`config.mk`:
```
export PLATFORM = sky130hd
export DESIGN_NAME = rsi_mul
export DESIGN_NICKNAME = d
export VERILOG_FILES = /design/src/hw/rtl/rsi_mul.sv
export SDC_FILE = /design/constraint.sdc
export NUM_CORES = 2
export LEC_CHECK = 0
export ABC_AREA = 0
export BUFFER_PORTS_ARGS = -buffer_cell sky130_fd_sc_hd__buf_2
export CORE_MARGIN = 2
export CORE_UTILIZATION = 41
export CTS_CLUSTER_SIZE = 10
export DETAILED_ROUTE_END_ITERATION = 12
export SYNTH_ARGS = -nofsm -noshare
export SYNTH_HDL_FRONTEND = slang
export SYNTH_SLANG_ARGS = --single-unit
```
`constraint.sdc`:
```
create_clock -name clk -period 14.2 [get_ports clk]
set_input_delay 2.13 -clock clk [delete_from_list [all_inputs] [get_ports clk]]
set_output_delay 2.13 -clock clk [all_outputs]
set_load 0.005 [all_outputs]
```
`src/hw/rtl/rsi_mul.sv`:
```
// two-stage signed multiplier built from four half-width partial products
module rsi_mul #(
  parameter int AW = 32,
  parameter int BW = 32
) (
  input  logic                  clk,
  input  logic signed [AW-1:0]  a,
  input  logic signed [BW-1:0]  b,
  output logic signed [AW+BW-1:0] p
);

  localparam int AL = AW / 2;
  localparam int BL = BW / 2;
  localparam int PW = AW + BW;

  logic signed [AW-AL-1:0] a_hi;
  logic        [AL-1:0]    a_lo;
  logic signed [BW-BL-1:0] b_hi;
  logic        [BL-1:0]    b_lo;

  logic signed [AW-AL+BW-BL-1:0] pp_hh;
  logic signed [AW-AL+BL:0]      pp_hl;
  logic signed [AL+BW-BL:0]      pp_lh;
  logic        [AL+BL-1:0]       pp_ll;

  assign a_hi = a[AW-1:AL];
  assign a_lo = a[AL-1:0];
  assign b_hi = b[BW-1:BL];
  assign b_lo = b[BL-1:0];

  // stage 1: partial products
  always_ff @(posedge clk) begin
    pp_hh <= a_hi * b_hi;
    pp_hl <= a_hi * $signed({1'b0, b_lo});
    pp_lh <= $signed({1'b0, a_lo}) * b_hi;
    pp_ll <= a_lo * b_lo;
  end

  // stage 2: aligned sum
  always_ff @(posedge clk) begin
    p <= (PW'(pp_hh) <<< (AL + BL)) + (PW'(pp_hl) <<< AL) + (PW'(pp_lh) <<< BL)
         + $signed(PW'(pp_ll));
  end

endmodule

```
### Word level (Yosys, flattened, before mapping)

Index checks and enable logic that the tools add are counted.

* word-level logic and storage cells: 12
* flip-flop bits (word level): 194
* input bits: 65

* add/subtract/negate cells: 3
* multiply operators: 4

Operators with widths (count)
* 64-bit by 49-bit adder with 64-bit output: 2
* 64-bit by 33-bit adder with 64-bit output: 1
* 16-bit by 16-bit multiplier with 32-bit output: 2
* 16-bit by 17-bit multiplier with 33-bit output: 1
* 17-bit by 16-bit multiplier with 33-bit output: 1

### Depth between registers and ports, before layout

* depth in word-level cells: 3
* depth in mapped cells: 25
* mapped depth without buffers: 24

### Least setup slack after synthesis

Ideal clock, no wire load.

* kind: input to register
* start point: in b[7]
* end point: reg pp_hl[31]
* buffers on the path: 1
* stages on the path: 23
* data arrival time: 7811 ps
* slack: 6265 ps
* library setup time: 123 ps
* path through: clkbuf_1 nand2_1 fa_1 inv_1 fa_1 inv_1 fa_1 inv_1 fa_1 fa_1 inv_1 fa_1 inv_1 ha_1 or3_1 or4b_1 a31oi_1 o21ai_1 a41oi_1 a21oi_1 a221oi_1 o21bai_1 xor2_1

* word-level cells in the longest chain between the ends: 1

RTL lines
* start, declared: RTL line 8 `input logic signed [BW-1:0] b,`
* 16-bit by 17-bit multiplier with 33-bit output: RTL line 34 `pp_hl <= a_hi * $signed({1'b0, b_lo});`
* end signal, assigned: RTL line 34
* end, declared: RTL line 22 `logic signed [AW-AL+BL:0] pp_hl;`

No other way between the ends.

### Worst setup path in the final report

* start point: in a[31]
* end point: reg pp_hl[31]

* word-level cells in the longest chain between the ends: 1

RTL lines
* start, declared: RTL line 7 `input logic signed [AW-1:0] a,`
* 16-bit by 17-bit multiplier with 33-bit output: RTL line 34

No other way between the ends.

==> run_results.csv <==
group,metric,value,unit
critical_path,crit_fanout,26,
critical_path,end_kind,"register",
synthesis,seq_area_frac_synth,9.10,%
drt,antenna_left,0,
critical_path,crit_path_end,"pp_hl[31]",
cts,clkLatencyLatePin,0.54,ns
floorplan,start_util,41.3,%
critical_path,start_kind,"input port",
global_route,grt_pass1_wl,179000,um
cts,holdBufCountCts,0,
floorplan,dieArea,107000,um2
synthesis,synth_warnings,0,
timing,worstMarginPinSlew,1.19,ns
synthesis,yosysMostFrequentCell,"inv_1",
cts,cts_setup_buffers,0,
timing,rsz0062_at_grt,"no",
critical_path,startpoint,"a[31]",
critical_path,arrival,8.78,ns
drt,wl_per_cell,18.4,um
timing,fmax,119,MHz
floorplan,core-area,103000,um2
critical_path,reg2reg_to,"p[62]",
synthesis,synthArstFlopShare,0,%
cells_and_area,nets,6011,
synthesis,synth_nets,6048,
synthesis,synth_cell_type_count,69,
global_route,antenna_found_initial,19,
drt,drtPass1Iterations,5,
drt,num_vias,30064,
floorplan,ios,129,
cells_and_area,nFillCells,10186,
synthesis,synth_ff_type,"dfxtp_1",
placed_design,io_buffers,128,
critical_path,critPathRequiredTime,14.61,ns
cts,cts_max_level,4,
synthesis,yosysTopAreaCell,"fa_1",
cts,cts-buffers-inserted,17,
drt,drc_errors,0,
synthesis,yosys_register_bits,194,
job,drv_cap,0,
synthesis,synth_commonest_cells,"inv_1 (997), fa_1 (892), nand2_1 (540)",
global_route,grt_usage,21.7,%
cells_and_area,syn2layout_area_growth,5.54,%
timing,relSlewSlack,20.0,%
cts,root_buffer,"clkbuf_16",
timing,skew,0.0239,ns
drt,via_per_inst,5.03,
global_route,grt_pass1_vias,32294,
outcome,outcome,"finished, final reports clean",
drt,dr.first_iter.drc_count,1805,
critical_path,r2r_cells,12,
hold_path,hold_path_class,"reg2reg",
drt,routed_wl,110000,um
synthesis,synth_edf_count,0,
cts,clk_path_buf_depth,2,
global_route,grt.overflow.total,0,
synthesis,synth_top_cell_area_share,41.8,%
synthesis,synth_cells,4615,
synthesis,syn-cell-area,42700,um2
timing,setup_violations,0,
cts,cts_num_sinks,194,
synthesis,yosys-top-cells-area,"fa_1 (42%), ha_1 (14%), dfxtp_1 (9.1%), inv_1 (8.8%), and2_1 (7.3%)",
timing,finalCriticalPeriod,8.37,ns
placed_design,dp_hpwl,84400,um
timing,hold_viol,0,
floorplan,die_width,327,um
global_route,grt_max_degree,33,
cts,cts_tree,"built",
floorplan,die_h,327,um
critical_path,r2r-start,"pp_lh[23]",
timing,finalCritPeriodShare,59.0,%
timing,finalSetupTns,0,ns
placed_design,routabilityCongestion,0.877,
synthesis,syn_avg_cell_area,9.25,um2
critical_path,r2r_slack,9.27,ns
timing,drv_slew,0,
cts,path_clk_slew,0.07,ns
floorplan,rows,118,
cells_and_area,layout-drive-gt1-share,4.16,%
critical_path,worst-setup-path-type,"in2reg",
cells_and_area,final_core_util,43.6,%
cts,ctsResizeCount,0,
worst min path at each step:
stage               startpoint     to  slack (ns)  cells after the start
finish                pp_ll[2]   p[2]        0.33                      0
global route          pp_ll[1]   p[1]        0.33                      0
CTS                   pp_ll[2]   p[2]        0.33                      0
detailed placement    pp_ll[0]   p[0]        0.31                      0
global placement     pp_ll[13]  p[13]        0.31                      0
floorplan             pp_ll[0]   p[0]        0.31                      0
through the flow:
stage          worst slack (ns)  hold WS [ns]  cells  instance area [um2]
2_1_floorplan              6.27         0.310   4615                42700
3_3_place_gp               5.41         0.311   5939                44400
3_5_place_dp               5.28         0.312   5939                44400
4_1_cts                    5.85         0.330   5971                45000
5_1_grt                    5.46         0.334   5972                45000
6_report                   5.83         0.327   5974                45000
critical path: stages:
cell and delay, ns:
buf_2 0.51, clkinv_1 0.52, nor2_1 0.25, fa_1 0.46
fa_1 0.46, fa_1 0.53, fa_1 0.44, fa_1 0.50
inv_1 0.05, fa_1 0.47, inv_1 0.04, ha_1 0.35
a21oi_1 0.15, or4b_1 0.44, a31oi_1 0.27, o21ai_1 0.17
a41oi_1 0.31, a21oi_1 0.17, a221oi_1 0.31, o21bai_1 0.11
xor2_1 0.14
metal layers:
| metal | global-route usage, % | part of all wire, % | vias up |
|---|---|---|---|
| met4 | 5.35 | 2.2 | 20 |
| met5 | 0 | 0.12 | - |
| met1 | 29.6 | 45 | 15341 |
| li1 | - | - | 13767 |
| met2 | 34.6 | 45 | 794 |
| met3 | 5.29 | 7.5 | 142 |
kinds of logic (layout without fill, tap and decap cells):
logic type,count (synthesis),in the layout,share of synthesized area (%)
adders and majority gates,1368,1368,55.8
buffers and inverters,1196,1172,10.5
xor gates and xnor gates,160,160,3.28
other,0,3,0
AOI/OAI and AO/OA,405,405,6.21
DFF,194,194,9.10
and+or+nand+nor,1292,1292,15.1
sequential cells by signal (all words and copies together) (netlist names):
register / count
pp_ll: 32
p: 64
pp_hh: 32
pp_lh: 33
pp_hl: 33
layout make-up:
type	count	area (um2)	area share, %
Clock inverter	12	170	0.378
Tap cell	1380	1730	3.83
Sequential cell	194	3880	8.62
Clock buffer	20	457	1.01
Antenna cell	3	7.51	0.0167
Multi-Input combinational cell	3225	34300	76.2
Timing Repair Buffer	142	746	1.66
Inverter	998	3750	8.32
layout by cell type, fill, tap and decap left out, types with 6 or more instances in the layout:
cell / synthesis / final
a21oi_1: 137 / 137
a31oi_1: 14 / 14
nor2_1: 104 / 104
xor2_1: 39 / 39
nor2b_1: 21 / 21
o21a_1: 28 / 28
and2_1: 496 / 496
clkbuf_16: 0 / 17
ha_1: 476 / 476
fa_1: 892 / 892
buf_4: 0 / 14
nand4_1: 8 / 8
a211oi_1: 14 / 14
nor3_1: 21 / 21
nand2b_1: 33 / 33
nand2_1: 540 / 540
o211ai_1: 7 / 7
a211o_1: 6 / 6
nand3_1: 27 / 27
a21o_1: 56 / 56
buf_2: 0 / 128
inv_1: 997 / 997
o31ai_1: 8 / 8
and3_1: 12 / 12
or3_1: 7 / 7
o21bai_1: 24 / 24
o21ai_0: 56 / 56
xnor2_1: 121 / 121
dfxtp_1: 194 / 194
Power is left out: the tool's default activity adds up to more than one toggle a clock period on the data nets, which glitch-free logic cannot reach.
