[src/hw/rtl/rsi_div.sv]
// pipelined restoring divider for one normal component, rounded and clamped
module rsi_div #(
  parameter int NW = 16,
  parameter int DW = 16,
  parameter int QB = 15
) (
  input  logic          clk,
  input  logic [NW-1:0] num,
  input  logic [DW-1:0] den,
  output logic [QB-1:0] quo
);

  localparam int FW = QB - 1;
  localparam int RW = (((NW + FW + 1) > (DW + QB)) ? (NW + FW + 1) : (DW + QB)) + 1;
  localparam logic [QB-1:0] LIM = QB'(1) << FW;

  logic [RW-1:0] rem_s [0:QB];
  logic [DW-1:0] den_s [0:QB];
  logic [QB-1:0] q_s   [0:QB];
  logic          ovf_s [0:QB];

  logic [RW-1:0] rem_in;

  // scaled numerator plus half the divisor for round half up
  assign rem_in = (RW'(num) << FW) + RW'(den >> 1);

  // stage 0: overflow check against the full quotient range
  always_ff @(posedge clk) begin
    rem_s[0] <= rem_in;
    den_s[0] <= den;
    q_s[0]   <= '0;
    ovf_s[0] <= rem_in >= (RW'(den) << QB);
  end

  // one quotient bit per stage, msb first
  for (genvar k = 0; k < QB; k++) begin : g_stage
    logic [RW-1:0] dsh;

    assign dsh = RW'(den_s[k]) << (QB - 1 - k);

    always_ff @(posedge clk) begin
      den_s[k+1] <= den_s[k];
      ovf_s[k+1] <= ovf_s[k];
      if (rem_s[k] >= dsh) begin
        rem_s[k+1] <= rem_s[k] - dsh;
        q_s[k+1]   <= q_s[k] | (QB'(1) << (QB - 1 - k));
      end else begin
        rem_s[k+1] <= rem_s[k];
        q_s[k+1]   <= q_s[k];
      end
    end
  end

  // clamp to unit length
  assign quo = (ovf_s[QB] || (q_s[QB] > LIM)) ? LIM : q_s[QB];

endmodule

[config.mk]
export PLATFORM = sky130hd
export DESIGN_NAME = rsi_div
export DESIGN_NICKNAME = d
export VERILOG_FILES = /design/src/hw/rtl/rsi_div.sv
export SDC_FILE = /design/constraint.sdc
export NUM_CORES = 1
export LEC_CHECK = 0
export BUFFER_PORTS_ARGS = -buffer_cell sky130_fd_sc_hd__buf_2
export CORE_ASPECT_RATIO = 1.4
export CORE_MARGIN = 4
export CORE_UTILIZATION = 30
export CTS_BUF_LIST = sky130_fd_sc_hd__clkbuf_8
export CTS_CLUSTER_SIZE = 25
export DETAILED_ROUTE_END_ITERATION = 8
export GPL_ROUTABILITY_DRIVEN = 0
export SLEW_MARGIN = 20
export SYNTH_ARGS = -nofsm -noshare
export SYNTH_HDL_FRONTEND = slang
export SYNTH_SLANG_ARGS = --single-unit
export TNS_END_PERCENT = 5
[constraint.sdc]
create_clock -name clk -period 3.6 [get_ports clk]
set_input_delay 0.18 -clock clk [delete_from_list [all_inputs] [get_ports clk]]
set_output_delay 0.18 -clock clk [all_outputs]
set_load 0.02 [all_outputs]
* Word-level counts from Yosys, hierarchy flattened
Memory sizes are Yosys's and may differ from the RTL's. Cells that the tools add are included.
Word-level totals: memory bits (writable) 1024, bits in registers 0, logic and storage cells 144, output and inout port bits 15, input port bits 33, memories kept 4
Memories:
- rem_s | words 16, width 32, rd ports 15, clocked after memory_dff 0, write ports 16, RTL line 17 | logic [RW-1:0] rem_s [0:QB];
- den_s | words 16, width 16, rd ports 15, clocked after memory_dff 0, write ports 16, RTL line 18 | logic [DW-1:0] den_s [0:QB];
- q_s | words 16, width 15, rd ports 16, clocked after memory_dff 0, write ports 16, RTL line 19 | logic [QB-1:0] q_s [0:QB];
- ovf_s | words 16, width 1, rd ports 16, clocked after memory_dff 0, write ports 16, RTL line 20 | logic ovf_s [0:QB];
Cells by class: mux-type cells 76, add/subtract/negate cells 16, reductions and logical operators 1, bitwise gates (word level) 30, order comparisons 17
Operator list (number):
- two-way mux 32 bit | 15
- two-way mux 15 bit | 16
- two-way mux 1 bit | 45
- greater-or-equal comparator 32 x 16 -> 1 bit | 1
- greater-or-equal comparator 32 x 17 -> 1 bit | 1
- greater-or-equal comparator 32 x 18 -> 1 bit | 1
- greater-or-equal comparator 32 x 19 -> 1 bit | 1
- greater-or-equal comparator 32 x 20 -> 1 bit | 1
- greater-or-equal comparator 32 x 21 -> 1 bit | 1
- greater-or-equal comparator 32 x 22 -> 1 bit | 1
- greater-or-equal comparator 32 x 23 -> 1 bit | 1
- greater-or-equal comparator 32 x 24 -> 1 bit | 1
- greater-or-equal comparator 32 x 25 -> 1 bit | 1
- greater-or-equal comparator 32 x 26 -> 1 bit | 1
- greater-or-equal comparator 32 x 27 -> 1 bit | 1
- greater-or-equal comparator 32 x 28 -> 1 bit | 1
- greater-or-equal comparator 32 x 29 -> 1 bit | 1
- greater-or-equal comparator 32 x 30 -> 1 bit | 1
- subtractor 32 x 16 -> 32 bit | 1
- subtractor 32 x 17 -> 32 bit | 1
- subtractor 32 x 18 -> 32 bit | 1
- subtractor 32 x 19 -> 32 bit | 1
- subtractor 32 x 20 -> 32 bit | 1
- subtractor 32 x 21 -> 32 bit | 1
- other kinds (14) | 43

* Longest topological paths before layout
An unclocked memory read counts as a cell.
word-level depth 5, depth in mapped cells 15

* Worst setup path after synthesis
No wires, ideal clock.
path kind reg-to-reg, from mem den_s[10][5], in the netlist den_s[5][5], to mem rem_s[1][119] (netlist bit), period minus slack after synthesis 2868 ps, cell stages (with the launch flop) 12, arrival 2725 ps, buffers on the path 0, setup time 143 ps, setup slack 732 ps, required time 3457 ps, cells stage by stage dfxtp_1 -> inv_1 -> ha_1 -> fa_1 -> nor2b_1 -> o31a_1 -> o41ai_1 -> o31ai_2 -> a31oi_1 -> or3_1 -> a2111oi_0 -> xor2_1
RTL lines (RTL line):
- start: declaration | 18
- end: declaration | 17

==> reports/metrics.csv <==
stage;metric;value;unit
outcome;status;complete, no violations;
finish;Net count, final;3958;
sta;Max Slew Vio Count;0;
finish;post-layout instance area;37710;um2
run;max-cap violations;0;
drt;DRC marker count from the first detailed-route iteration;877;
setup_path;critical path endpoint category;register;
logic_synthesis;sequential share of the synthesized area;45.27;%
drt;drt drc;0;
logic_synthesis;most area-hungry cell type in the Yosys netlist;sky130_fd_sc_hd__dfxtp_1;
placement;Detailed Place HPWL;58460;um
logic_synthesis;flop and latch count out of synthesis;736;
sta;worst clock skew;0.02781;ns
logic_synthesis;Area contributors post-synth;sky130_fd_sc_hd__dfxtp_1, sky130_fd_sc_hd__ha_1, sky130_fd_sc_hd__xor2_1;
setup_path;highest fanout seen on the critical path;4;
sta;final setup vio count;0;
sta;setup repair after global routing missed its margin;false;
sta;portion of the clock cycle consumed by the worst path in the final layout;91.65;%
floorplanning;number of top-level pins;48;
finish;Filler cells;11020;
clock_tree;CTS root buffer;sky130_fd_sc_hd__clkbuf_8;
logic_synthesis;most common flop cell mapped by yosys;sky130_fd_sc_hd__dfxtp_1;
floorplanning;area enclosed by the die boundary;113900;um2
clock_tree;number of buffers created by CTS;119;
drt;drt pass-1 iters;5;
sta;Relative slew margins;37.29;%
clock_tree;count of H-tree levels built during CTS;3;
finish;final core utilization;35.14;%
finish;sequential cell area;14730;um2
floorplanning;Die Ht;397.7;um
logic_synthesis;number of flops mapped to enable cells by yosys;0;
logic_synthesis;proportion of register bits with asynchronous set or reset after synthesis;0;%
clock_tree;clock latency at the later pin of the worst-skew pair;0.72;ns
drt;per-cell routed wire length;14.33;um
floorplanning;DIE WIDTH;286.4;um
logic_synthesis;post-synthesis instance total;3457;
drt;per-cell via count in the routed design;4.699;
clock_tree;maximum root-to-sink buffer count;3;
finish;synthesis-to-finish area growth;15.89;%
placement;cell area after placement;34770;um2
global_route;remaining global-route overflow;0;
global_route;Global Route Usage Sum;12.91;%
clock_tree;clock sinks;736;
global_route;pin count of the biggest net entering global routing;37;
logic_synthesis;count of yosys warnings during synthesis;0;
pwr;Max IR drop VDD;0.4100;mV
sta;worst slew pin tran;0.9326;ns
sta;Max Fclk;303.1;MHz
finish;layout cells sized above 1;8.120;%
drt;routed vias;24362;
global_route;first-pass GRT wire length;120800;um
drt;antenna viol nets, final;0;
global_route;via count of the first global-routing pass;25246;
logic_synthesis;mean cell area of the mapped netlist;9.414;um2
sta;setup tns final;0;ns
setup_path;required arrival time at the worst endpoint;4.17;ns
sta;number of hold violations in the final report;0;
logic_synthesis;post-synthesis net count;3762;
drt;detailed-route wire length;74290;um
global_route;initial antenna violation count;1;
logic_synthesis;synthesized cell area;32540;um2
floorplanning;placeable core area;107300;um2
floorplanning;Placement Rows;142;
finish;multi-input logic area;16400;um2
pwr;total power density per cell area;857.9;nW/um2
sta;clock period minus worst slack;3.299;ns
setup_path;kind of start point of the critical path;register;
floorplanning;effective utilization at floorplan;30.33;%
clock_tree;clk slew on worst S/H paths;0.06;ns
logic_synthesis;Synth cell types;86;
setup_path;worst path arrival time;3.87;ns
placement;number of port buffers;47;
clock_tree;CTS tree;done;
setup_path;critical setup path kind;reg2reg;
worst_hold_path;Hold/Removal Path Class;in2reg;
logic_synthesis;post-synth top area share;45.27;%
pwr;static leakage;16.64;nW
==> power by group <==
part	internal, W	switching (W)
clock	0.00416	0.00319
sequential	0.0106	0.00154
combinational	0.00590	0.00700
==> cells in the mapped netlist, types with 44 or more instances <==
library cell / instances
sky130_fd_sc_hd__a21o_1: 77
sky130_fd_sc_hd__ha_1: 258
sky130_fd_sc_hd__nor2_1: 230
sky130_fd_sc_hd__a21oi_1: 244
sky130_fd_sc_hd__dfxtp_1: 736
sky130_fd_sc_hd__nor2b_1: 46
sky130_fd_sc_hd__nor4_1: 50
sky130_fd_sc_hd__o21ai_0: 113
sky130_fd_sc_hd__clkbuf_1: 44
sky130_fd_sc_hd__o21ai_1: 79
sky130_fd_sc_hd__nor3_1: 90
sky130_fd_sc_hd__xnor2_1: 148
sky130_fd_sc_hd__inv_1: 316
sky130_fd_sc_hd__nand2_1: 219
sky130_fd_sc_hd__xor2_1: 155
==> critical path, stage by stage (launching register included) <==
cell and delay (ns):
sky130_fd_sc_hd__dfxtp_1 0.35, sky130_fd_sc_hd__inv_1 0.07, sky130_fd_sc_hd__ha_1 0.21, sky130_fd_sc_hd__fa_1 0.40, sky130_fd_sc_hd__nor2b_1 0.18, sky130_fd_sc_hd__o31a_1 0.20, sky130_fd_sc_hd__o41ai_1 0.13, sky130_fd_sc_hd__o31ai_2 0.54
sky130_fd_sc_hd__a31oi_4 0.14, sky130_fd_sc_hd__or3_1 0.34, sky130_fd_sc_hd__a2111oi_0 0.48, sky130_fd_sc_hd__xor2_1 0.12
==> per-layer routing <==
layer	track usage, %	share of wire, %
met1	11.09	34
met5	0	0
met2	26.45	56
met3	2.169	2.9
met4	8.892	7.4
==> flip-flops by register name, indices dropped and copies added (netlist names) <==
name / count
den_s: 240
rem_s: 360
ovf_s: 16
q_s: 120
==> per-stage QoR <==
stage	total power, W	std cells	setup slack [ns]	hold slack [ns]
after CTS	0.03260	5184	0.2715	0.04966
after global placement	0.02488	4929	0.2561	0.3019
after detailed placement	0.02506	4929	0.2812	0.3059
final	0.03236	5185	0.3006	0.1104
after global routing	0.03482	5185	0.05667	0.08439
after floorplan	0.02192	3457	0.7319	0.2077
==> layout by cell type (no fill, tap or decap), types with 42 or more instances in the layout <==
master                          synthesis  routed
sky130_fd_sc_hd__ha_1                 258     258
sky130_fd_sc_hd__nand4_1               42      42
sky130_fd_sc_hd__o21ai_0              113     113
sky130_fd_sc_hd__dfxtp_1              736     736
sky130_fd_sc_hd__buf_2                  8      47
sky130_fd_sc_hd__nor2_1               230     230
sky130_fd_sc_hd__nor4_1                50      49
sky130_fd_sc_hd__nand2_1              219     219
sky130_fd_sc_hd__xor2_1               155     155
sky130_fd_sc_hd__o21a_1                43      43
sky130_fd_sc_hd__dlygate4sd3_1          0      43
sky130_fd_sc_hd__inv_1                316     354
sky130_fd_sc_hd__a21oi_1              244     244
sky130_fd_sc_hd__nor2b_1               46      46
sky130_fd_sc_hd__a21o_1                77      77
sky130_fd_sc_hd__xnor2_1              148     148
sky130_fd_sc_hd__o21ai_1               79      76
sky130_fd_sc_hd__nor3_1                90      90
sky130_fd_sc_hd__clkbuf_8               0     150
==> area by class of cell <==
class                           instances  share of cell area, %
Inverter                              321                  3.195
Timing Repair Buffer                  133                  2.820
Sequential cell                       736                  39.07
Multi-Input combinational cell       2342                  43.49
Tap cell                             1440                  4.777
Clock inverter                         62                  1.168
Antenna cell                            1               0.006635
Clock buffer                          150                  5.474
==> kinds of logic after synthesis <==
| family | count (synthesis) | share of synthesized area (%) |
|---|---|---|
| AO/OA/AOI/OAI | 790 | 15.29 |
| buffers and inverters | 379 | 4.460 |
| AND/OR/NAND/NOR | 941 | 14.80 |
| adder cells (fa/ha/maj) | 272 | 10.78 |
| XOR/XNOR | 303 | 8.155 |
| multiplexers | 36 | 1.242 |
| flip-flops | 736 | 45.27 |
==> path summary, 6_finish.rpt <==
check              start       endpoint  slack [ns]  depth (start not counted)
max          den_s[5][5]  rem_s[1][119]        0.30                         11
min              den[14]   den_s[0][14]        0.11                          2
max reg2reg  den_s[5][5]  rem_s[1][119]        0.30                         11
min reg2reg   q_s[12][5]     q_s[13][5]        0.30                          0
==> what timing repair did <==
action | in CTS | in global routing
hold endpoints to repair | 34 | 0
hold buffers | 43 | 0
resized for setup | 0 | 1
setup endpoints to repair | 0 | 2
buffers inserted | 0 | 0
No activity file was read; power rests on OpenSTA's default activity.
