==> src/hw/rtl/rsi_sqrt.sv <==
// pipelined integer square root, one root bit per stage
module rsi_sqrt #(
  parameter int RW = 16
) (
  input  logic            clk,
  input  logic [2*RW-1:0] rad,
  output logic [RW-1:0]   root
);

  logic [2*RW-1:0] rad_s  [0:RW];
  logic [RW+1:0]   rem_s  [0:RW];
  logic [RW-1:0]   root_s [0:RW];

  // input register
  always_ff @(posedge clk) begin
    rad_s[0]  <= rad;
    rem_s[0]  <= '0;
    root_s[0] <= '0;
  end

  // one digit per stage: bring down two bits, try root*4+1
  for (genvar k = 0; k < RW; k++) begin : g_stage
    logic [RW+1:0] sh;
    logic [RW+1:0] trial;

    always_comb begin
      sh    = {rem_s[k][RW-1:0], rad_s[k][2*RW-1 -: 2]};
      trial = {root_s[k], 2'b01};
    end

    always_ff @(posedge clk) begin
      rad_s[k+1] <= rad_s[k] << 2;
      if (sh >= trial) begin
        rem_s[k+1]  <= sh - trial;
        root_s[k+1] <= {root_s[k][RW-2:0], 1'b1};
      end else begin
        rem_s[k+1]  <= sh;
        root_s[k+1] <= {root_s[k][RW-2:0], 1'b0};
      end
    end
  end

  assign root = root_s[RW];

endmodule

==> config.mk <==
export PLATFORM = sky130hd
export DESIGN_NAME = rsi_sqrt
export DESIGN_NICKNAME = d
export VERILOG_FILES = /design/src/hw/rtl/rsi_sqrt.sv
export SDC_FILE = /design/constraint.sdc
export NUM_CORES = 1
export LEC_CHECK = 0
export BUFFER_PORTS_ARGS = -buffer_cell sky130_fd_sc_hd__buf_4
export CAP_MARGIN = 5
export CORE_AREA = 2 2 217 219
export CTS_BUF_LIST = sky130_fd_sc_hd__clkbuf_16
export DETAILED_ROUTE_END_ITERATION = 12
export DIE_AREA = 0 0 219 221
export HOLD_SLACK_MARGIN = 0.06
export PLACE_DENSITY = 0.69
export SLEW_MARGIN = 25
export SYNTH_ARGS = -nofsm -noshare
export SYNTH_HDL_FRONTEND = slang
export SYNTH_SLANG_ARGS = --single-unit
==> constraint.sdc <==
create_clock -name clk -period 6.8 [get_ports clk]
set_input_delay 0.68 -clock clk [delete_from_list [all_inputs] [get_ports clk]]
set_output_delay 0.68 -clock clk [all_outputs]
set_load 0.01 [all_outputs]
* Yosys cells after proc, flatten, opt, wreduce, memory -nomap -nowiden
Memory sizes are Yosys's and may differ from the RTL's. Cells that the tools add are included.
Operators by class: $add $sub $neg 16, order comparisons 16, mux-type cells 80, bitwise operators 32
Operators by type and width (count):
- $ge 18x18->1 | 16
- $mux 18 | 16
- $sub 18x18->18 | 16
- $mux 16 | 16
- $mux 1 | 48
- $or 1x1->1 | 32
Storage, ports and cells: bits in registers 0, RAM bits 1122, input bits 33, output and inout bits 16, logic and storage cells 147, memories 3
Memory list:
- rad_s | words 17, bits a word 32, read ports 16, clocked after Yosys merged registers in 0, write ports 17, RTL line 10 | logic [2*RW-1:0] rad_s [0:RW];
- rem_s | words 17, bits a word 18, read ports 16, clocked after Yosys merged registers in 0, write ports 17, RTL line 11 | logic [RW+1:0] rem_s [0:RW];
- root_s | words 17, bits a word 16, read ports 17, clocked after Yosys merged registers in 0, write ports 17, RTL line 12 | logic [RW-1:0] root_s [0:RW];

* Longest topological paths before layout
Gate-level depths: netlist of run 1. An unclocked memory read counts as a cell.
word-level depth 5, depth in mapped cells 11, gate-level depth less buffers 10

* Worst setup path after synthesis of run 1
Ideal clock, no wire load.
path type reg-to-reg, start mem root_s[12][0], end mem rem_s[13][11] in the netlist's numbering, setup time 0.123 ns, arrival time 2.233 ns, required time 6.677 ns, slack 4.444 ns, stages on the path, launching flop included 10, path buffers 1, period minus slack after synthesis 2.356 ns, cell sequence dfxtp_1 inv_1 ha_1 nor2b_1 o31a_1 o31a_1 o31ai_2 nand3_2 buf_2 mux2_1
RTL lines (RTL line):
- start, declared | 12
- end, declared | 11

==> results.ini, run 1 <==
[pwr]
ir_drop_v=0.000230
p_total_mw=9.91
p_leak_nw=11.6
power_density_mw_per_mm2=399

[yosys]
synth_top_area_share_pct=57.7
ys.flop_type=dfxtp_1
synthArstFlopShare_pct=0
synth_cell_types=74
synthesis.area_sq_mm=0.0219
synth_area_per_cell_sq_um=10.6
synth_edf_count=0
yosys.area.top_type=dfxtp_1
netlist_instances=2065
synthTopCellsByArea=dfxtp_1, ha_1, xnor2_1
yosysWarningCount=0
synth_fp_nets=2250
ys_seq_area_share_pct=57.7
synth_seq_cells=632

[critical_path]
cpMostUsedCell=inv_1
crit_path_top_delay_cell=o31ai_1
crit_fanout=20
cp-end-kind=flop
worstPathCellList=inv_1, ha_1, nor2b_1, o31ai_1, a21oi_1, o21a_1, nor3_2, inv_1, mux2_2
required_ns=7.27
r2r_slack_ns=3.85
criticalPathCategory=reg -> reg
crit_arrival_ns=3.42
critical_path.max_stage_delay_ns=0.45
setup.worst_path.start_class=flop

[clock_tree]
post_cts_resized=0
cts_made_buffers=59
clock_path_buffers=3
postCtsHoldBufs=0
clock_latency_ns=0.61
cts_setup_buffers=0
htreeDepth=2
path_clk_slew_ns=0.06
ctsRootBufferMaster=clkbuf_16
cts_tree=built
clock_sinks=632

[timing]
setup_violations=0
tightest_slew_ns=0.828
slew_headroom_pct=44.4
period_share_pct=43.4
hold_violations=0
tns_ns=0
min_period_ns=2.95
maxSlewViolCount=0
rsz0062_at_grt=no
fin_skew_ns=0.0383
fmax_mhz=338

[floorplan]
start_util_pct=47.6
core_sq_mm=0.0461
dieArea_sq_mm=0.0484
rows=79
die_w_um=219
die_h_um=221
num_io_pins=49

[layout]
layout_common_cells=dfxtp_1, inv_1, ha_1, nor2_1, nand2_1
final_util_pct=54.0
area_growth_pct=13.3
layout_commonest_cell=dfxtp_1
num_antenna_cells=0
ff_latch_area_sq_mm=0.0127
nNetsFinal=2338
drive_gt1_share_pct=8.28
nFillCells=3999
multi_input_area_sq_mm=0.00850
final_cell_area_sq_mm=0.0249

[global_route]
antenna_found_initial=0
use_met2_pct=26.3
use_met3_pct=3.38
grt_use_met1_pct=19.2
busiest_layer=met2
grt_pass1_vias=13700
grt_max_degree=29
grt_pass1_wl_um=62200
grt_util_all_layers_pct=15.3
gr-total-overflow=0

[drt]
wl_per_cell_um=13.1
avgViaCountPerCell=4.99
ant_nets=0
drtIter0Drc=664
dr.pass1.iters=6
wirelength_um=36900
drc=0
routed-via-count=14000

[outcome]
outcome=completed

[hold_path]
hp-class=in -> reg

[placement]
placed_area_sq_mm=0.0230
dp_hpwl_um=27300
io_buffers=48
place_congestion=0.875

[run]
drv_cap=0

## synth_stat cells, drive strengths merged (5+ instances only)
cell / n
dfxtp: 632
inv: 181
ha: 152
nor2: 138
nand2: 131
o21ai: 120
a21oi: 94
xnor2: 84
xor2: 73
nor3: 53
o21a: 44
nand3: 31
a21o: 28
nand2b: 26
mux2: 24
or3: 22
nor2b: 21
nor4: 20
buf: 16
nand4: 14
o31ai: 13
a211oi: 11
o211ai: 11
and3: 10
o31a: 10
clkbuf: 8
nand3b: 8
o41ai: 8
and2: 7
nor4b: 7
a31oi: 5
nand4b: 5
o21bai: 5
## routing by layer
layer / routed length, um / vias up
met5: 0 / -
met4: 832 / 0
met3: 2050 / 74
met2: 17500 / 314
met1: 16500 / 6409
li1: - / 7191
## final timing paths
path	to	from	cells past startpoint
max reg2reg	rem_s[10][10]	root_s[9][0]	9
min	rad_s[0][28]	rad[28]	1
max	rem_s[10][10]	root_s[9][0]	9
min reg2reg	rad_s[0][319]	rad_s[0][285]	0
## critical path: cells and delay by family (launching register included)
family / cells / cell delay (ns)
compound gates: 3 / 0.86
simple gates: 2 / 0.50
buf+inv: 2 / 0.43
mux: 1 / 0.38
flops: 1 / 0.33
fa+ha+maj: 1 / 0.33
## flip-flops by register name, summed over array words and instances, names as in the netlist
signal and cells:
rad_s 272, rem_s 224, root_s 136
## final cells by class
class	instances	area share, %
repair buffers	51	1.54
inverters	182	2.75
clock buffers	59	5.94
clock inverters	48	1.64
well taps	607	3.05
flip-flops and latches	632	50.9
multi-input cells	1227	34.2
## kinds of logic (layout without fill, tap and decap cells)
family | count (synthesis) | count (layout) | share of synthesized area (%)
XOR/XNOR | 157 | 157 | 6.27
buffers and inverters | 206 | 340 | 3.64
flip-flops | 632 | 632 | 57.7
AO/OA/AOI/OAI | 381 | 381 | 10.9
adder cells (fa/ha/maj) | 152 | 152 | 8.67
multiplexers | 28 | 28 | 1.41
AND/OR/NAND/NOR | 508 | 508 | 11.4
other | 1 | 1 | 0.0171
## metrics by stage
stage,worst slack [ns],std cells,hold WS [ns]
after floorplan,4.44,2065,0.310
after global placement,3.73,2699,0.310
after detailed placement,3.94,2699,0.312
after CTS,3.89,2806,0.121
after global routing,3.67,2806,0.132
final,3.85,2806,0.168
## power breakdown
part,leakage (nW),internal [mW],total (mW),switching (mW)
Clock,0.963,1.80,3.13,1.33
Combinational,5.38,0.947,2.01,1.06
Sequential,5.30,4.38,4.77,0.395
Total,11.6,7.13,9.91,2.78
No activity file was read; power rests on OpenSTA's default activity.
==> run 2: changes to the inputs <==
ABC_AREA = 1   (was unset)
CORE_AREA = 2 2 235 237   (was 2 2 217 219)
DIE_AREA = 0 0 237 239   (was 0 0 219 221)
PLACE_DENSITY = 0.72   (was 0.69)
clock period = 2.5 ns   (was 6.8 ns; I/O delays follow)
==> run 2 against run 1 <==
Effect of this change:
- maximum frequency up 42%
- clock power grew to 3.1 times the previous value
- synthesized cell count rose by 59%
- worst setup slack got worse by 3.4 ns
- power grew to 3.2 times the previous value
- sequential share of layout area fell by 7.7 points
- sequential cell count unchanged
- sequential power rose to 2.8 times the previous value
- first-iteration DRC count increased by 76%
- largest cell class unchanged
==> results.ini, run 2 <==
[floorplan]
rows=86  ; +8.9%
num_io_pins=49  ; unchanged
dieArea_sq_mm=0.0566  ; +17%
die_w_um=237  ; +8.2%
core_sq_mm=0.0543  ; +18%
die_h_um=239  ; +8.1%
start_util_pct=47.3  ; -0.29 points

[clock_tree]
cts_made_buffers=67  ; +14%
clock_latency_ns=0.61  ; about the same
ctsRootBufferMaster=clkbuf_16
path_clk_slew_ns=0.06  ; about the same
clock_path_buffers=3  ; unchanged
cts_tree=built
htreeDepth=3  ; +1
post_cts_resized=0  ; unchanged
clock_sinks=632  ; unchanged

[drt]
dr.pass1.iters=6  ; unchanged
wl_met2_um=24900  ; +42%
wl_met3_um=2610  ; +28%
wl_per_cell_um=12.8  ; -2.8%
avgViaCountPerCell=4.72  ; -5.4%
drtIter0Drc=1171  ; +76%
top_layer_used=met4
drc=0  ; unchanged
wirelength_um=53300  ; +45%
routed-via-count=19700  ; +41%
drt-met1-wl_um=24500  ; +48%
ant_nets=0  ; unchanged

[layout]
largest_register_ffs=272  ; unchanged
num_antenna_cells=0  ; unchanged
layout_commonest_cell=nand2_1
top_register=rad_s
nFillCells=5029  ; +26%
layout_common_cells=nand2_1, dfxtp_1, inv_1, nor2_1, nand3_1
area_growth_pct=13.8
multi_input_area_sq_mm=0.0106  ; +25%
largestRegisters=rad_s x272, rem_s x224, root_s x136
ff_latch_area_sq_mm=0.0127  ; unchanged
drive_gt1_share_pct=6.95  ; -1.3 points
nNetsFinal=3604  ; +54%

[timing]
hold_violations=0  ; unchanged
setup_violations=0  ; unchanged
period_share_pct=83.3  ; +40 points
maxSlewViolCount=0  ; unchanged
rsz0062_at_grt=no
tightest_slew_ns=0.608  ; -0.219 ns
slew_headroom_pct=59.5  ; +15 points
tns_ns=0  ; unchanged
fmax_mhz=480  ; +42%
fin_ws_ns=0.418  ; -3.43 ns
fin_skew_ns=0.0353  ; -0.00302 ns
min_period_ns=2.08  ; -0.872 ns

[yosys]
synth_compound_area_share_pct=4.54  ; -6.3 points
synth_fp_nets=3474  ; +54%
netlist_instances=3289  ; +59%
synth_area_per_cell_sq_um=7.82  ; -26%
yosys.area.top_type=dfxtp_1
synthArstFlopShare_pct=0  ; unchanged
synthTopCellsByArea=dfxtp_1, nand2_1, inv_1
ys.flop_type=dfxtp_1
synth_xor_area_share_pct=2.79  ; -3.5 points
synth_top_family_by_area=simple AND/OR/NAND/NOR gates
ys_seq_area_share_pct=49.2  ; -8.5 points
yosysMostFrequentCell=nand2_1
synth_edf_count=0  ; unchanged
synth_cell_types=44  ; -41%
synthSimpleGateAreaFrac_pct=26.6  ; +15 points
synth-adder-area-share_pct=7.39  ; -1.3 points
muxShareOfSynthArea_pct=0  ; -1.4 points
synth_seq_cells=632  ; unchanged
synth_top_area_share_pct=49.2  ; -8.5 points
synthTopCellsByCount=nand2_1, dfxtp_1, inv_1
yosysWarningCount=0  ; unchanged
synthesis.area_sq_mm=0.0257  ; +17%

[pwr]
p_leak_nw=15.8  ; +35%
internal-power_mw=20.9  ; +190%
pwr-share-seq_pct=41.8  ; -6.4 points
power_density_mw_per_mm2=1080  ; +170%
switching_share_pct=34.0  ; +5.9 points
p_comb_share_pct=27.6  ; +7.3 points
ir_drop_v=0.000681  ; +200%
power.share.clock_pct=30.5  ; -1.1 points
p_sw_mw=10.8  ; +290%

[global_route]
grt_pass1_vias=18500  ; +36%
grt_util_all_layers_pct=19.0  ; +3.6 points
grt_max_degree=21  ; -28%
grt_pass1_wl_um=87700  ; +41%
antenna_found_initial=0  ; unchanged
gr-total-overflow=0  ; unchanged

[placement]
io_buffers=48  ; unchanged
dp_hpwl_um=40700  ; +49%
pre_cts_ws_ns=0.442  ; -3.50 ns
place_congestion=0.932  ; +6.6%

[critical_path]
cp-end-kind=flop
critPathLaunch=root_s[3][0]
r2r-start=root_s[3][0]
crit_fanout=18  ; -10%
crit_path_top_delay_cell=dfxtp_1
worstPathCellList=inv_1, ha_1, nand2_1, o21ai_2, nand2_1, nand3_2, nor2_4, inv_1, nand2_1, inv_1
crit_arrival_ns=2.56  ; -0.86 ns
r2r_slack_ns=0.42  ; -3.43 ns
crit_family=simple AND/OR/NAND/NOR gates
critical_path.max_stage_delay_ns=0.39  ; -0.06 ns
path_buf_inv=3  ; +1
setup.worst_path.start_class=flop
criticalPathCategory=reg -> reg
required_ns=2.98  ; -4.29 ns

[hold_path]
hp-class=in -> reg
min_from=rad[21]

[outcome]
outcome=completed

[run]
drv_cap=0  ; unchanged

run 2: final timing paths:
path / endpoint / cells after the start
setup / recovery: rem_s[4][7] / 10
hold / removal: rad_s[0][21] / 2
setup reg to reg: rem_s[4][7] / 10
hold reg to reg: rad_s[0][344] / 0
run 2: area by class of cell:
| class | instances | area share [%] |
|---|---|---|
| well taps | 704 | 3.01 |
| multi-input cells | 2048 | 36.3 |
| repair buffers | 85 | 2.45 |
| clock buffers | 68 | 5.81 |
| clock inverters | 52 | 1.65 |
| flip-flops and latches | 632 | 43.2 |
| inverters | 585 | 7.53 |
run 2: worst reg2reg max path, delay by kind of cell (launching register included):
kind | cells | cell delay [ns]
AOI/OAI and AO/OA | 1 | 0.11
adders and majority gates | 1 | 0.35
buffers and inverters | 3 | 0.25
DFF | 1 | 0.39
and+or+nand+nor | 5 | 0.85
run 2: metal layers:
metal,vias up,global-route usage [%]
li1,10400,-
met5,-,0
met2,461,32.7
met4,0,6.58
met3,95,3.16
met1,8727,24.0
run 2: kinds of logic (layout without fill, tap and decap cells):
| kind of cell | Yosys count | count (layout) |
|---|---|---|
| compound gates | 214 | 214 |
| fa+ha+maj | 152 | 152 |
| buf+inv | 609 | 790 |
| flops | 632 | 632 |
| simple gates | 1599 | 1599 |
| xor+xnor | 82 | 82 |
| other cells | 1 | 1 |
run 2: stage by stage:
stage | cell area (sq um) | hold slack, ns | util (%) | power, mW | std cells
2_1_floorplan | 25700 | 0.278 | - | 19.9 | 3289
3_3_place_gp | 26800 | 0.310 | 49.3 | 22.0 | 4022
3_5_place_dp | 26800 | 0.312 | 49.3 | 22.1 | 4022
4_1_cts | 29300 | 0.261 | 53.9 | 31.9 | 4174
5_1_grt | 29300 | 0.270 | 53.9 | 33.8 | 4174
6_report | 29300 | 0.294 | 53.9 | 31.7 | 4174
run 2: timing repair:
item / 4_1_cts / 5_1_grt
endpoints found under the hold margin: 32 / 0
buffers inserted: 0 / 0
endpoints found under the setup margin: 0 / 0
hold buffers: 32 / 0
run 2: power groups by stage:
stage	combinational, mW	sequential (mW)	clock, mW
global route	10.0	13.4	10.3
global placement	8.52	13.5	0
detailed placement	8.60	13.5	0
CTS	8.72	13.3	9.92
finish	8.75	13.3	9.68
floorplan	6.94	12.9	0
==> run 3: changes to the inputs <==
clock period = 1.91 ns   (was 2.5 ns; I/O delays follow)
==> run 3 against run 2 <==
Effect of this change:
- register-to-register slack got worse by 0.35 ns
- sequential cell count did not move
- largest power group unchanged
- largest cell class unchanged
- clock skew rose by 0.018 ns
- combinational power up 53%
==> results.ini, run 3 (synthesized netlist as in run 2, its figures left out) <==
[critical_path]
worstPathCellList=inv_1, ha_1, nand2_2, inv_1, nand2_1, nand3_2, nor2_4, nand2_8, buf_12, nand2_1, o21ai_1
criticalPathCategory=reg -> reg
critical_path.max_stage_delay_ns=0.39  ; about the same
required_ns=2.43  ; -0.55 ns
setup.worst_path.start_class=flop
cp-end-kind=flop
crit_path_top_delay_cell=dfxtp_1
cp.depth=11  ; +1
crit_arrival_ns=2.36  ; -0.20 ns
crit_family=simple AND/OR/NAND/NOR gates
path_buf_inv=3  ; unchanged
crit_fanout=7  ; -11
r2r.worst_path.cells=11  ; +1

[floorplan]
start_util_pct=47.3  ; unchanged
rows=86  ; unchanged
die_h_um=239  ; unchanged
num_io_pins=49  ; unchanged
die_w_um=237  ; unchanged
core_sq_mm=0.0543  ; unchanged
dieArea_sq_mm=0.0566  ; unchanged

[timing]
rsz0062_at_grt=yes
period_share_pct=96.5  ; +13 points
tns_ns=0  ; unchanged
fin_ws_ns=0.0664  ; -0.351 ns
maxSlewViolCount=0  ; unchanged
whs_ns=0.208  ; -0.0867 ns
fin_skew_ns=0.0530  ; +0.0177 ns
fmax_mhz=542  ; +13%
min_period_ns=1.84  ; -0.239 ns
setup_violations=0  ; unchanged
hold_violations=0  ; unchanged

[clock_tree]
ctsRootBufferMaster=clkbuf_16
cts_made_buffers=61  ; -9.0%
path_clk_slew_ns=0.06  ; about the same
htreeDepth=2  ; -1
clock_latency_ns=0.63  ; +0.02 ns
cts_tree=built
clock_sinks=632  ; unchanged
clock_path_buffers=3  ; unchanged

[global_route]
grt_pass1_vias=19100  ; +3.0%
grt_max_degree=19  ; -9.5%
antenna_found_initial=0  ; unchanged
gr-total-overflow=0  ; unchanged
grt_pass1_wl_um=90600  ; +3.3%
grt_util_all_layers_pct=19.5  ; +0.53 points

[pwr]
power.share.clock_pct=26.8  ; -3.7 points
power_density_mw_per_mm2=1370  ; +27%
ir_drop_v=0.000967  ; +42%
pwr-share-seq_pct=41.3  ; -0.5 points
p_total_mw=42.3  ; +33%
p_leak_nw=16.2  ; +3.0%
internal-power_mw=27.5  ; +32%
switching_share_pct=34.9  ; +0.88 points
p_sw_mw=14.7  ; +37%
p_comb_share_pct=31.8  ; +4.2 points

[layout]
final_cell_area_sq_mm=0.0308  ; +5.1%
layout_common_cells=nand2_1, dfxtp_1, inv_1, nand3_1, nor2_1
drive_gt1_share_pct=13.1  ; +6.2 points
area_growth_pct=19.6
num_antenna_cells=0  ; unchanged
largestRegisters=rad_s x272, rem_s x224, root_s x136
layout_commonest_cell=nand2_1
top_register=rad_s
largest_register_ffs=272  ; unchanged
nNetsFinal=3728  ; +3.4%

[drt]
dr.pass1.iters=5  ; -1
wirelength_um=56200  ; +5.5%
drc=0  ; unchanged
drtIter0Drc=1430  ; +22%
ant_nets=0  ; unchanged
routed-via-count=20300  ; +3.1%
wl_per_cell_um=13.1  ; +2.4%
avgViaCountPerCell=4.72  ; +0.16%

[run]
drv_cap=0  ; unchanged

[placement]
place_congestion=0.938  ; +0.64%
io_buffers=48  ; unchanged
dp_hpwl_um=42300  ; +3.8%
pre_cts_ws_ns=-0.0386  ; -0.481 ns
placed_area_sq_mm=0.0277  ; +3.4%

[hold_path]
hp-class=in -> reg
holdPathStages=2  ; unchanged

[outcome]
outcome=completed

[run 3: metrics by stage]
stage,utilization [%],instances
floorplan,-,3289
global placement,51.0,4135
detailed placement,51.0,4135
CTS,55.2,4284
global route,56.6,4297
finish,56.6,4297
[run 3: worst register-to-register path: cells and delay by family (launching register included)]
kind,cells,cell delay [ns]
fa+ha+maj,1,0.29
flops,1,0.39
compound gates,1,0.08
simple gates,6,0.75
buf+inv,3,0.28
[run 3: final cells by class]
cell class | instances | area [sq um]
clock buffer | 62 | 1550
clock inverter | 51 | 377
fill | 4905 | 23600
inverter | 585 | 2230
multi-input combinational | 2053 | 11300
sequential | 632 | 12700
tap | 704 | 881
timing repair buffer | 209 | 1750
timing repair inverter | 1 | 6.26
[run 3: power groups by stage]
stage	clock (mW)	combinational [mW]	sequential, mW
final	11.3	13.4	17.5
after global routing	12.2	15.3	17.7
after CTS	11.6	12.6	17.3
after detailed placement	0	12.4	17.6
after global placement	0	12.3	17.6
after floorplan	0	9.09	16.9
[run 3: repair_timing]
item                                    in CTS  in global routing
gates resized for setup                     10                131
hold buffers                                32                  0
setup buffers                                2                  8
gates cloned                                 2                  5
pin swaps                                    2                 17
endpoints found under the setup margin      29                169
hold endpoints to repair                    32                  0
[run 3: final timing paths]
path,to,from,slack (ns)
setup / recovery,rem_s[13][1],root_s[12][10],0.07
hold / removal,rad_s[0][21],rad[21],0.21
hold reg to reg,rad_s[0][476],rad_s[0][442],0.30
setup reg to reg,rem_s[13][1],root_s[12][10],0.07
[run 3: routing by layer]
metal  global-route usage [%]  vias to the layer above  wire length (um)
met2                     33.7                      456             26600
met1                     24.9                     9065             25400
met3                     3.00                      107              2570
li1                         -                    10700                 -
met5                        0                        -                 0
met4                     6.66                        0              1640
